===== src/rtl/aikc_sqrt.sv =====
// ---------------------------------------------------------------------------
// aikc_sqrt: pipelined floored integer square root
// One result bit per stage, with a tag word carried alongside each operand.
// ---------------------------------------------------------------------------
module aikc_sqrt #(
  parameter int IN_W  = 50,
  parameter int TAG_W = 8
) (
  input  logic                       clk,
  input  logic                       rst_n,
  input  logic                       en,
  input  logic                       in_vld,
  input  logic [IN_W-1:0]            in_val,
  input  logic [TAG_W-1:0]           in_tag,
  output logic                       out_vld,
  output logic [(IN_W+1)/2-1:0]      out_root,
  output logic [TAG_W-1:0]           out_tag
);
  localparam int RW = (IN_W + 1) / 2;
  localparam int NW = 2 * RW;

  logic [NW-1:0]    rem_r  [RW+1];
  logic [RW-1:0]    root_r [RW+1];
  logic [TAG_W-1:0] tag_r  [RW+1];
  logic             vld_r  [RW+1];

  always_comb begin
    rem_r[0]  = NW'(in_val);
    root_r[0] = '0;
    tag_r[0]  = in_tag;
    vld_r[0]  = in_vld;
  end

  for (genvar k = 0; k < RW; k++) begin : g_st
    localparam int B = RW - 1 - k;
    logic [NW-1:0] trial_nxt;
    logic [NW-1:0] rem_nxt;
    logic [RW-1:0] root_nxt;
    always_comb begin
      // trial = (2*root + 2^b) * 2^b with root holding upper bits already
      trial_nxt = (NW'(root_r[k]) << (B + 1)) | (NW'(1) << (2 * B));
      if (rem_r[k] >= trial_nxt) begin
        rem_nxt  = rem_r[k] - trial_nxt;
        root_nxt = root_r[k] | (RW'(1) << B);
      end else begin
        rem_nxt  = rem_r[k];
        root_nxt = root_r[k];
      end
    end
    always_ff @(posedge clk) begin
      if (!rst_n) begin
        vld_r[k+1] <= 1'b0;
      end else if (en) begin
        vld_r[k+1] <= vld_r[k];
      end
      if (en) begin
        rem_r[k+1]  <= rem_nxt;
        root_r[k+1] <= root_nxt;
        tag_r[k+1]  <= tag_r[k];
      end
    end
  end

  assign out_vld  = vld_r[RW];
  assign out_root = root_r[RW];
  assign out_tag  = tag_r[RW];
endmodule


===== config.mk =====
export PLATFORM = sky130hd
export DESIGN_NAME = aikc_sqrt
export DESIGN_NICKNAME = d
export VERILOG_FILES = /design/src/rtl/aikc_sqrt.sv
export SDC_FILE = /design/constraint.sdc
export NUM_CORES = 2
export LEC_CHECK = 0
export BUFFER_PORTS_ARGS = -buffer_cell sky130_fd_sc_hd__buf_4
export CAP_MARGIN = 20
export CORE_MARGIN = 5
export CORE_UTILIZATION = 40
export CTS_CLUSTER_SIZE = 8
export DETAILED_ROUTE_END_ITERATION = 10
export GPL_ROUTABILITY_DRIVEN = 0
export SYNTH_ARGS = -nofsm -noshare
export SYNTH_HDL_FRONTEND = slang
export SYNTH_SLANG_ARGS = --single-unit

===== constraint.sdc =====
create_clock -name clk -period 7.8 [get_ports clk]
set_input_delay 1.56 -clock clk [delete_from_list [all_inputs] [get_ports clk]]
set_output_delay 1.56 -clock clk [all_outputs]
set_load 0.02 [all_outputs]

-- Word level (Yosys, flattened, before mapping)
Index checks and enable logic that the tools add are counted.
- output and inout port bits: 34
- word-level logic and storage cells: 197
- input port bits: 62
- bits in registers: 2050
- add/subtract/negate cells: 24
- multiplexer cells: 25
- order comparisons: 25
- operators by type and width (kind ; number):
    $mux 50 ; 24
    $ge 50x26->1 ; 1
    $ge 50x27->1 ; 1
    $ge 50x28->1 ; 1
    $ge 50x29->1 ; 1
    $ge 50x30->1 ; 1
    $ge 50x31->1 ; 1
    $ge 50x32->1 ; 1
    $ge 50x33->1 ; 1
    $ge 50x34->1 ; 1
    $ge 50x35->1 ; 1
    $ge 50x36->1 ; 1
    $ge 50x37->1 ; 1
    $ge 50x38->1 ; 1
    $ge 50x39->1 ; 1
    $ge 50x40->1 ; 1
    $ge 50x41->1 ; 1
    $ge 50x42->1 ; 1
    $ge 50x43->1 ; 1
    $ge 50x44->1 ; 1
    $ge 50x45->1 ; 1
    $ge 50x46->1 ; 1
    $ge 50x47->1 ; 1
    $ge 50x48->1 ; 1
    27 further kinds ; 27

-- Depth between registers and ports, before layout
- depth after elaboration: 2
- mapped depth: 14
- depth with buffers taken out: 11

-- Worst setup path after synthesis
OpenSTA, ideal clock, no wires.
- path kind: register to register
- from: reg rem_r[438] in the netlist's numbering
- to: reg rem_r[368] in the netlist's numbering (data pin)
- slack: 4315 ps
- period minus slack after synthesis: 3485 ps
- cell stages (with the launch flop): 9
- data arrival time: 3225 ps
- buffers on the path: 1
- setup time: 260 ps
- required time: 7540 ps
- cells stage by stage: edfxtp_1 -> or4_4 -> or3_1 -> or3_1 -> or3_1 -> or4_4 -> or2_1 -> buf_6 -> mux2_4
- longest elaborated chain between the ends: 2
- RTL lines (what ; line ; text):
    start: declaration ; 22 ; logic [NW-1:0] rem_r [RW+1];
    start signal: indexed assignment ; 57 ; rem_r[k+1] <= rem_nxt;
    $ge 50x33->1 ; 42 ; if (rem_r[k] >= trial_nxt) begin
    $mux 50 ; 42 ;
    via g_st[17].rem_nxt[18] ; 37 ; logic [NW-1:0] rem_nxt;
The timed path passes the listed nets, and every way through them passes these cells.
A chain may end at the register's enable or synchronous reset.

-- Worst setup path after layout
- from: reg rem_r[468] in the netlist's numbering
- to: reg rem_r[431] in the netlist's numbering (data pin)
- longest elaborated chain between the ends: 2
- elaborated cells on any way between the ends: 3
- classes of those cells: add/sub: 1; order compare: 1; mux: 1
- RTL lines (what ; line):
    $sub 50x34->50 / $ge 50x34->1 (equally long branches) ; 43, 42
    $mux 50 * ; 42
    via g_st[16].rem_nxt[31] ; 37
Mark *: on every way through the listed nets, which the timed path passes. The rest lies on a longest branch.

==> results.cfg <==
[run_status]
status = complete, no violations

[power]
p_leak_nw = 33.47
p_total_mw = 26.01
p_per_area_nw_per_um2 = 287.1
pwr-share-seq = 0.483
p_clk_frac = 0.349
comb_power_share = 0.167
p_sw_frac = 0.2719
p_int_mw = 18.94
ir_drop_v = 0.0002194
p_sw_mw = 7.072

[global_routing]
grt_max_degree = 182
gr-total-overflow = 0
grt_pass1_vias = 48684
grtUsageMet2 = 0.2917
grt_pass1_wl_um = 266500
use_met1 = 0.1795
grt_util_met3 = 0.02672
gr-max-usage-layer = met2
grt_use_total = 0.1590
antenna_found_initial = 1

[floorplanning]
coreArea_um2 = 199700
die_x_um = 457.7
dieArea_um2 = 209500
io_pins = 96
die_y_um = 457.7
rows = 164
start_util = 0.4016

[critical_path]
timing.critical_path.to_type = flip-flop
rr_worst_depth = 9
critPathLaunchType = flip-flop
rr_startpoint = rem_r[468]
cp_slowest_stage_delay_ns = 0.92
worst-path-buf-inv = 0
crit_family = compound AO/OA/AOI/OAI gates
worstPathRequired_ns = 8.33
crit_chain = ha_1 -> nor2b_1 -> o31a_1 -> o21a_1 -> o21ai_0 -> a21oi_1 -> o31ai_1 -> nand3b_1 -> mux2_2
cpMaxStageDelayCell = nand3b_1
worstPathArrival_ns = 5.22
setup.worst_path.class = flip-flop to flip-flop
worstPathMaxFanout = 19
r2r_slack_ns = 3.11
rr_endpoint = rem_r[431]

[finish]
final_area_um2 = 90580
areaGrowthSynthToFinish_pct = 12.98
fin_nets = 6704
drive_above_1_share = 0.07939
nFillCells = 17647

[placement]
io_buffers = 95
dp_hpwl_um = 123100
dpl_cell_area_um2 = 84110
post-place-ws_ns = 3.176

[hold_path]
hp-start = tag_r[86]
worstHoldPathType = flip-flop to flip-flop
hold_end = tag_r[78]
hold_depth = 0

[drt]
wire_per_inst_um = 18.92
viasPerCell = 5.347
dr_total_vias = 48044
firstDrtPassIters = 8
drc = 0
antenna_left = 0
drt_iter0_drc = 3234
wl_um = 170000

[sta]
max_freq_mhz = 213.3
fin_crit_ns = 4.689
final-max-slew-violation-count = 0
rsz0062_at_grt = no
setup_violations = 0
final.period_utilization = 0.6011
tns_ns = 0
hold_violations = 0
holdWs_ns = 0.3874
finalWorstSetupSlack_ns = 3.111
slew_headroom = 0.2788
worst_pin_slew_ns = 1.078
finClkSkew_ns = 0.09696

[synthesis]
synth_cell_types = 84
synth_seq_cells = 1750
netlist_area_um2 = 80170
ys.flop_type = edfxtp_1
synthTopCellsByCount = edfxtp_1 (1725), inv_1 (428), nor2_1 (373)
ys_seq_area_frac = 0.6523
syn_inst = 6045
synthArstFlopShare = 0
synth_top_cell_area_share = 0.6461
yosysTopAreaCell = edfxtp_1
syn_avg_cell_area_um2 = 13.26
synthesis.nets = 6453
yosysMostFrequentCell = edfxtp_1
yosys_warnings = 0
synth-edff-count = 1725
synth.top_cells.by_area = edfxtp_1 (65%), ha_1 (5.4%), xnor2_1 (2.8%)

[clock_network]
htreeDepth = 4
cts-root-buf = clkbuf_16
cts_buffer_depth = 3
postCtsResizedCells = 0
cts_made_buffers = 237
holdBufCountCts = 0
worstSkewPairLatency_ns = 0.87
clock-sinks = 1750
post-cts-setup-buffers = 0
clk_pin_slew_ns = 0.05
cts_tree = yes

[run]
drv_cap = 0
worst register-to-register path, delay by kind of cell, from the launching register on:
family	cells	cell delay, ns
AO/OA/AOI/OAI	5	1.94
flip-flops	1	0.39
adder cells (fa/ha/maj)	1	0.36
AND/OR/NAND/NOR	2	1.08
multiplexers	1	0.58
placed cells by master, fill, tap and decap left out, drive strengths merged, types with 17 or more instances in the layout:
| cell type | instances |
|---|---|
| a211oi | 31 |
| a21boi | 20 |
| a21o | 108 |
| a21oi | 339 |
| a31oi | 27 |
| and2 | 23 |
| and3 | 17 |
| buf | 129 |
| clkbuf | 251 |
| clkinv | 17 |
| dfxtp | 25 |
| edfxtp | 1725 |
| ha | 346 |
| inv | 432 |
| mux2 | 61 |
| mux2i | 37 |
| nand2 | 301 |
| nand2b | 58 |
| nand3 | 96 |
| nand3b | 23 |
| nand4 | 99 |
| nand4b | 27 |
| nor2 | 373 |
| nor2b | 76 |
| nor3 | 181 |
| nor4 | 204 |
| nor4b | 34 |
| o211ai | 22 |
| o21a | 93 |
| o21ai | 243 |
| o21bai | 31 |
| o31ai | 41 |
| or2 | 26 |
| or3 | 70 |
| or4 | 46 |
| xnor2 | 258 |
| xor2 | 257 |
cell families (layout without fill, tap and decap cells):
group                    Yosys count  after routing  share of synthesized area
other                              0              7                          0
XOR/XNOR                         515            515                    0.05626
AND/OR/NAND/NOR                 1707           1707                     0.1128
AO/OA/AOI/OAI                   1077           1077                    0.08477
flip-flops                      1750           1750                     0.6523
adder cells (fa/ha/maj)          346            346                    0.05400
buffers and inverters            552            830                    0.02653
multiplexers                      98             98                    0.01328
metrics by stage:
step	instances	utilization
5_1_grt	8983	0.4537
3_5_place_dp	8709	0.4213
4_1_cts	8975	0.4534
3_3_place_gp	8708	0.4212
6_report	8986	0.4537
2_1_floorplan	6045	-
layer usage:
layer	wire (um)	vias to the layer above	part of all wire
li1	-	23205	-
met1	66570	23253	0.39
met2	88390	1154	0.52
met3	6811	432	0.040
met4	8253	0	0.049
met5	0	-	0
state kept, by name, indices dropped and copies added, names as in the netlist:
signal / cells
rem_r: 1200
tag_r: 192
out_root: 25
out_vld: 1
g_st.trial_nxt: 300
vld_r: 24
out_tag: 8
cell type report:
cell class / instances / area (um^2) / area share
Clock inverter: 18 / 454.2 / 0.005014
Multi-Input combinational cell: 3743 / 25770 / 0.2845
Inverter: 432 / 1622 / 0.01790
Sequential cell: 1750 / 52300 / 0.5774
Tap cell: 2656 / 3323 / 0.03669
Antenna cell: 7 / 17.52 / 0.0001934
Clock buffer: 248 / 5972 / 0.06593
Timing Repair Buffer: 132 / 1122 / 0.01239
worst max path at each step:
stage	end	depth (start not counted)	slack (ns)	from
floorplan	rem_r[368]	8	4.31	rem_r[438]
global placement	rem_r[419]	9	3.23	rem_r[468]
detailed placement	rem_r[425]	9	3.18	rem_r[468]
CTS	rem_r[430]	9	3.07	rem_r[468]
global route	rem_r[430]	9	2.75	rem_r[468]
finish	rem_r[431]	9	3.11	rem_r[468]
power groups by stage:
stage                     registers [mW]  logic (mW)  clock network (mW)
after floorplan                     12.3        3.22                   0
after global placement              12.7        4.23                   0
after detailed placement            12.7        4.29                   0
after CTS                           12.6        4.32                9.38
after global routing                12.7        4.84                9.77
final                               12.6        4.35                9.09
Power figures use the tool's default switching activity.
