<file path="src/rtl/aikc_div.sv">
// ---------------------------------------------------------------------------
// aikc_div: pipelined restoring divider
// Unsigned quotient one bit per stage; a tag word travels with each operand.
// ---------------------------------------------------------------------------
module aikc_div #(
  parameter int NUM_W = 58,
  parameter int DEN_W = 34,
  parameter int Q_W   = 26,
  parameter int TAG_W = 8
) (
  input  logic               clk,
  input  logic               rst_n,
  input  logic               en,
  input  logic               in_vld,
  input  logic [NUM_W-1:0]   in_num,
  input  logic [DEN_W-1:0]   in_den,
  input  logic [TAG_W-1:0]   in_tag,
  output logic               out_vld,
  output logic [Q_W-1:0]     out_q,
  output logic               out_big,
  output logic [TAG_W-1:0]   out_tag
);
  // quotient bits above Q_W collapse into one saturating flag
  localparam int RW = DEN_W + 1;

  logic [NUM_W-1:0] num_r [Q_W+2];
  logic [DEN_W-1:0] den_r [Q_W+2];
  logic [RW-1:0]    rem_r [Q_W+2];
  logic [Q_W-1:0]   q_r   [Q_W+2];
  logic             big_r [Q_W+2];
  logic [TAG_W-1:0] tag_r [Q_W+2];
  logic             vld_r [Q_W+2];

  // first stage: is quotient >= 2^Q_W, and remainder of the top part
  logic [NUM_W-1:0] hi_part;
  logic             hi_big;
  always_comb begin
    hi_part = in_num >> Q_W;
    hi_big  = (NUM_W'(in_den) <= hi_part);
  end

  always_ff @(posedge clk) begin
    if (!rst_n) begin
      vld_r[1] <= 1'b0;
    end else if (en) begin
      vld_r[1] <= in_vld;
    end
    if (en) begin
      num_r[1] <= in_num;
      den_r[1] <= in_den;
      rem_r[1] <= hi_big ? '0 : RW'(hi_part);
      q_r[1]   <= '0;
      big_r[1] <= hi_big;
      tag_r[1] <= in_tag;
    end
  end

  always_comb begin
    num_r[0] = '0; den_r[0] = '0; rem_r[0] = '0; q_r[0] = '0;
    big_r[0] = 1'b0; tag_r[0] = '0; vld_r[0] = 1'b0;
  end

  for (genvar k = 1; k <= Q_W; k++) begin : g_st
    localparam int B = Q_W - k;
    logic [RW-1:0] sh_nxt;
    logic [RW-1:0] rem_nxt;
    logic          bit_nxt;
    always_comb begin
      sh_nxt  = {rem_r[k][RW-2:0], num_r[k][B]};
      bit_nxt = (sh_nxt >= RW'(den_r[k]));
      rem_nxt = bit_nxt ? sh_nxt - RW'(den_r[k]) : sh_nxt;
    end
    always_ff @(posedge clk) begin
      if (!rst_n) begin
        vld_r[k+1] <= 1'b0;
      end else if (en) begin
        vld_r[k+1] <= vld_r[k];
      end
      if (en) begin
        num_r[k+1] <= num_r[k];
        den_r[k+1] <= den_r[k];
        rem_r[k+1] <= rem_nxt;
        q_r[k+1]   <= q_r[k] | (Q_W'(bit_nxt) << B);
        big_r[k+1] <= big_r[k];
        tag_r[k+1] <= tag_r[k];
      end
    end
  end

  assign out_vld = vld_r[Q_W+1];
  assign out_q   = q_r[Q_W+1];
  assign out_big = big_r[Q_W+1];
  assign out_tag = tag_r[Q_W+1];
endmodule

</file>
<file path="config.mk">
export PLATFORM = sky130hd
export DESIGN_NAME = aikc_div
export DESIGN_NICKNAME = d
export VERILOG_FILES = /design/src/rtl/aikc_div.sv
export SDC_FILE = /design/constraint.sdc
export NUM_CORES = 2
export LEC_CHECK = 0
export BUFFER_PORTS_ARGS = -buffer_cell sky130_fd_sc_hd__clkbuf_2
export CELL_PAD_IN_SITES_DETAIL_PLACEMENT = 0
export CELL_PAD_IN_SITES_GLOBAL_PLACEMENT = 1
export CORE_MARGIN = 3
export CORE_UTILIZATION = 27
export CTS_CLUSTER_DIAMETER = 200
export CTS_CLUSTER_SIZE = 16
export DETAILED_ROUTE_END_ITERATION = 10
export MAX_ROUTING_LAYER = met4
export PLACE_DENSITY_LB_ADDON = 0.3
export SLEW_MARGIN = 20
export SYNTH_ARGS = -nofsm -noshare
export SYNTH_HDL_FRONTEND = slang
export SYNTH_SLANG_ARGS = --single-unit
</file>
<file path="constraint.sdc">
create_clock -name clk -period 10.7 [get_ports clk]
set_input_delay 1.07 -clock clk [delete_from_list [all_inputs] [get_ports clk]]
set_output_delay 1.07 -clock clk [all_outputs]
set_load 0.1 [all_outputs]
</file>
* After elaboration in Yosys (flattened, before gate mapping)
Cells that the tools add are included.
W data, S select, Z words.
** Word-level totals
- Flip-flop bits (word level) :: 3038
- Output and inout bits :: 36
- Logic and storage cells :: 287
** Cells by class
- Add/sub/neg operators :: 25
- Order comparisons :: 27
- Multiplexer cells :: 25
- Bitwise logic cells :: 25
** Operator list (count)
- $ge A35 B34 Y1 :: 25
- $mux W34 :: 25
- $sub A34 B34 Y34 :: 24
- $ge A33 B34 Y1 :: 1
- $le A34 B32 Y1 :: 1
- $sub A33 B34 Y34 :: 1
- $or A26 B1 Y26 :: 1
- $or A26 B10 Y26 :: 1
- $or A26 B11 Y26 :: 1
- $or A26 B12 Y26 :: 1
- $or A26 B13 Y26 :: 1
- $or A26 B14 Y26 :: 1
- $or A26 B15 Y26 :: 1
- $or A26 B16 Y26 :: 1
- $or A26 B17 Y26 :: 1
- $or A26 B18 Y26 :: 1
- $or A26 B19 Y26 :: 1
- $or A26 B2 Y26 :: 1
- $or A26 B20 Y26 :: 1
- $or A26 B21 Y26 :: 1
- $or A26 B22 Y26 :: 1
- $or A26 B23 Y26 :: 1
- $or A26 B24 Y26 :: 1
- $or A26 B25 Y26 :: 1
- 7 further kinds :: 7

* Longest topological paths before layout
- Word-level depth :: 2
- Depth in mapped cells :: 15

* Worst setup path after synthesis
Ideal clock, no wire load.
- Kind :: reg2reg
- From :: reg num_r, in the netlist g_st[20].sh_nxt[0]
- To :: reg rem_r, in the netlist g_st[21].sh_nxt[33] (data pin)
- Library setup time :: 0.267 ns
- Data arrival time :: 3.184 ns
- Required time :: 10.433 ns
- Setup slack :: 7.249 ns
- Stages on the path, launching flop included :: 15
- Path buffers :: 0
- Path through :: edfxtp_1 inv_1 ha_1 inv_1 fa_1 a211oi_1 o21ai_0 a21bo_2 a2111o_1 a31oi_1 o41ai_1 a221o_1 a21oi_1 xor2_1 o21ai_0
** Between the ends
- Cells in the longest elaborated chain, start to end :: 2
- Elaborated cells between the ends (all ways) :: 3
- Those cells by class :: 1 x add/sub; 1 x order compare; 1 x mux
** Ends and longest elaborated chain
- from (decl) :: line 26 : logic [NUM_W-1:0] num_r [Q_W+2];
- from (signal, indexed assignment) :: line 80 : num_r[k+1] <= num_r[k];
- $sub A34 B34 Y34 / $ge A35 B34 Y1 (equally long branches) :: line 71, 70
- $mux W34 (*) :: line 71 : rem_nxt = bit_nxt ? sh_nxt - RW'(den_r[k]) : sh_nxt;
- named net g_st[20].rem_nxt[32] :: line 66 : logic [RW-1:0] rem_nxt;
- to (signal, indexed assignment) :: line 82 : rem_r[k+1] <= rem_nxt;
- to (decl) :: line 28 : logic [RW-1:0] rem_r [Q_W+2];
Mark *: on every way through the listed nets, which the timed path passes. The rest lies on a longest branch.
A chain may end at the register's enable or synchronous reset.

* Worst setup path after layout
- From :: reg rem_r, in the netlist g_st[21].sh_nxt[7]
- To :: reg rem_r, in the netlist g_st[22].sh_nxt[9] (data pin)
** Between the ends
- Cells in the longest elaborated chain, start to end :: 2
- Elaborated cells between the ends (all ways) :: 3
- Those cells by class :: 1 x add/sub; 1 x order compare; 1 x mux
** Ends and longest elaborated chain (line)
- $sub A34 B34 Y34 / $ge A35 B34 Y1 (equally long branches) :: 71, 70
- $mux W34 (*) :: 71
- named net g_st[21].rem_nxt[8] :: 66
Marks and branches as above.

==> flow_metrics.py <==
metrics = {
    "global_route": {
        "grt_pass1_vias": 83800,
        "antenna_found_initial": 12,
        "grt_use_total_pct": 12.3,
        "grt_first_pass_wirelength_um": 504000,
        "gr-total-overflow": 0,
        "grt_start_max_net_pins": 186,
    },
    "run": {
        "maxCapViolations": 0,
    },
    "timing": {
        "maxSlewViolCount": 0,
        "setup_slack_ps": 6220,
        "setup_viol": 0,
        "hold_viol": 0,
        "fmax_mhz": 223,
        "rsz0062_at_grt": "false",
        "finalCritPeriodShare_pct": 41.8,
        "slew_headroom_pct": 26.8,
        "setup-tns-final_ps": 0,
        "worst_pin_slew_ps": 1100,
        "fin_crit_ps": 4480,
        "timing.hold.ws_ps": 334,
        "clock_skew_ps": 78.0,
    },
    "status": {
        "status": "complete, no violations",
    },
    "cells_and_area": {
        "postLayoutCellArea_um2": 154000,
        "fin_nets": 12700,
        "syn_to_final_growth_pct": 9.85,
        "final_core_util_pct": 29.9,
        "drive_gt1_share_pct": 7.40,
    },
    "routing": {
        "wirelength_um": 326000,
        "firstDrtPassIters": 6,
        "wl_per_cell_um": 17.6,
        "drc": 0,
        "drtIter0Drc": 5334,
        "vias_per_cell": 4.54,
        "vias": 84100,
        "postRouteAntennaNets": 0,
    },
    "clocking": {
        "cts-root-buf": "clkbuf_16",
        "cts_tree": "built",
        "post_cts.repair.setup_buffers": 0,
        "clock-sinks": 2738,
        "numCtsBuffers": 193,
        "ctsHoldBuffers": 0,
        "cts_resized": 0,
        "cts_buffer_depth": 4,
        "clkSlewWorstSetupHoldPaths_ps": 70,
        "cts_max_level": 4,
        "clk_latency_ps": 900,
    },
    "logic_synthesis": {
        "synth_cells": 11500,
        "ys_warn_count": 0,
        "avgSynthCellArea_um2": 12.2,
        "synth_area_um2": 140000,
        "synthFlopType": "edfxtp_1",
        "yosysSeqAreaShare_pct": 58.5,
        "synth_common_cells": "2,711 x edfxtp_1, 1,167 x inv_1, 939 x a21oi_1",
        "synth_nets": 12500,
        "synth_top_area_cell": "edfxtp_1",
        "yosysTopAreaCellShare_pct": 58.1,
        "synth.distinct_cells": 110,
        "ys_async_sr_fraction_pct": 0,
        "synth-seq-cells": 2738,
        "synthTopCellsByArea": "edfxtp_1 58%, ha_1 8.2%, a21oi_1 3.4%",
        "synthMostInstantiatedCell": "edfxtp_1",
        "synth-edff-count": 2711,
    },
    "floorplanning": {
        "std_cell_rows": 263,
        "ios": 140,
        "start_util_pct": 27.2,
        "die_x_um": 726,
        "die-area_um2": 528000,
        "fp.coreArea_um2": 515000,
        "die_h_um": 726,
    },
    "pwr": {
        "ir_drop_uv": 166,
        "powerDensity_nw_per_um2": 280,
        "p_leak_uw": 0.0600,
    },
    "worst_setup_path": {
        "reg2reg_depth": 11,
        "endpoint_kind": "flop",
        "critical_path_class": "reg2reg",
        "arrival_ps": 5120,
        "cp.required_ps": 11350,
        "startpoint_type": "flop",
        "critPathMaxFanout": 57,
    },
    "placed_design": {
        "placed_cell_area_um2": 149000,
        "gp_congestion": 0.840,
        "port_buffers": 139,
        "dp_hpwl_um": 243000,
        "dp_slack_ps": 6030,
    },
    "hold_path": {
        "hold_depth": 1,
        "hp-class": "in2reg",
    },
}
path summary, 6_finish.rpt:
kind                            from                  to  slack (ps)
hold reg to reg          num_r[1168]         num_r[1110]         370
setup / recovery  g_st[21].sh_nxt[7]  g_st[22].sh_nxt[9]        6220
hold / removal            in_num[25]   g_st[1].sh_nxt[0]         330
setup reg to reg  g_st[21].sh_nxt[7]  g_st[22].sh_nxt[9]        6220
where the power goes:
| part | leakage, uW | switching [uW] | internal (uW) | total, uW |
|---|---|---|---|---|
| combinational | 0.0308 | 11100 | 8310 | 19400 |
| clock | 0.00249 | 3690 | 3260 | 6950 |
| sequential | 0.0267 | 1540 | 15200 | 16800 |
through the flow:
step                      total power, uW  cells
final                               43100  18500
after global routing                46500  18500
after CTS                           43700  18500
after detailed placement            36400  18300
after global placement              36600  18300
after floorplan                     31000  11500
final cells by class:
type                       instances  area (um2)
fill                           52400      361000
sequential                      2738       81900
multi-input combinational       7307       52600
tap                             6890        8620
clock buffer                     210        4940
inverter                        1169        4390
timing repair buffer             198        1320
clock inverter                    10         153
antenna                            3        7.51
cell usage in the layout, fill, tap and decap left out, drive strengths merged, types with 107 or more instances in the layout:
cell type	n
nor2	718
a21o	503
xnor2	431
o21a	107
nand3	173
o21bai	126
inv	1173
edfxtp	2711
ha	915
o21ai	616
nand2	623
nand4	155
clkbuf	348
a21oi	950
xor2	287
mux2	355
nor2b	133
logic make-up (layout without fill, tap and decap cells):
logic type	count (synthesis)	after routing	synth area share [%]
and+or+nand+nor	2318	2318	7.85
muxes	403	403	3.27
DFF	2738	2738	58.5
other	0	3	0
buffers and inverters	1450	1587	4.11
xor gates and xnor gates	718	718	4.49
adders and majority gates	940	940	8.53
AOI/OAI and AO/OA	2928	2928	13.3
sequential cells by signal, summed over array words and instances (netlist names):
signal	cells
den_r	884
num_r	325
out_q	26
out_tag	8
tag_r	208
vld_r	26
big_r	26
out_big	1
out_vld	1
q_r	325
g_st.sh_nxt	908
worst max-delay path, stage by stage, from the launching register on:
cell and delay, ps:
edfxtp_1 400, ha_1 410, nand2_1 100, nor4_1 780
o311ai_1 370, nand4b_1 320, a211o_1 200, a31o_2 240
a31oi_4 140, o311ai_4 230, buf_4 550, mux2_2 430
layer usage:
layer / global-route usage, % / wire length, um / vias to the layer above
li1: - / - / 42400
met4: 3.08 / 8620 / 0
met2: 20.2 / 153000 / 1073
met1: 16.4 / 155000 / 40300
met3: 1.34 / 10000 / 353
met5: - / 0 / -
Note: power is estimated with default switching activity, not from simulation.
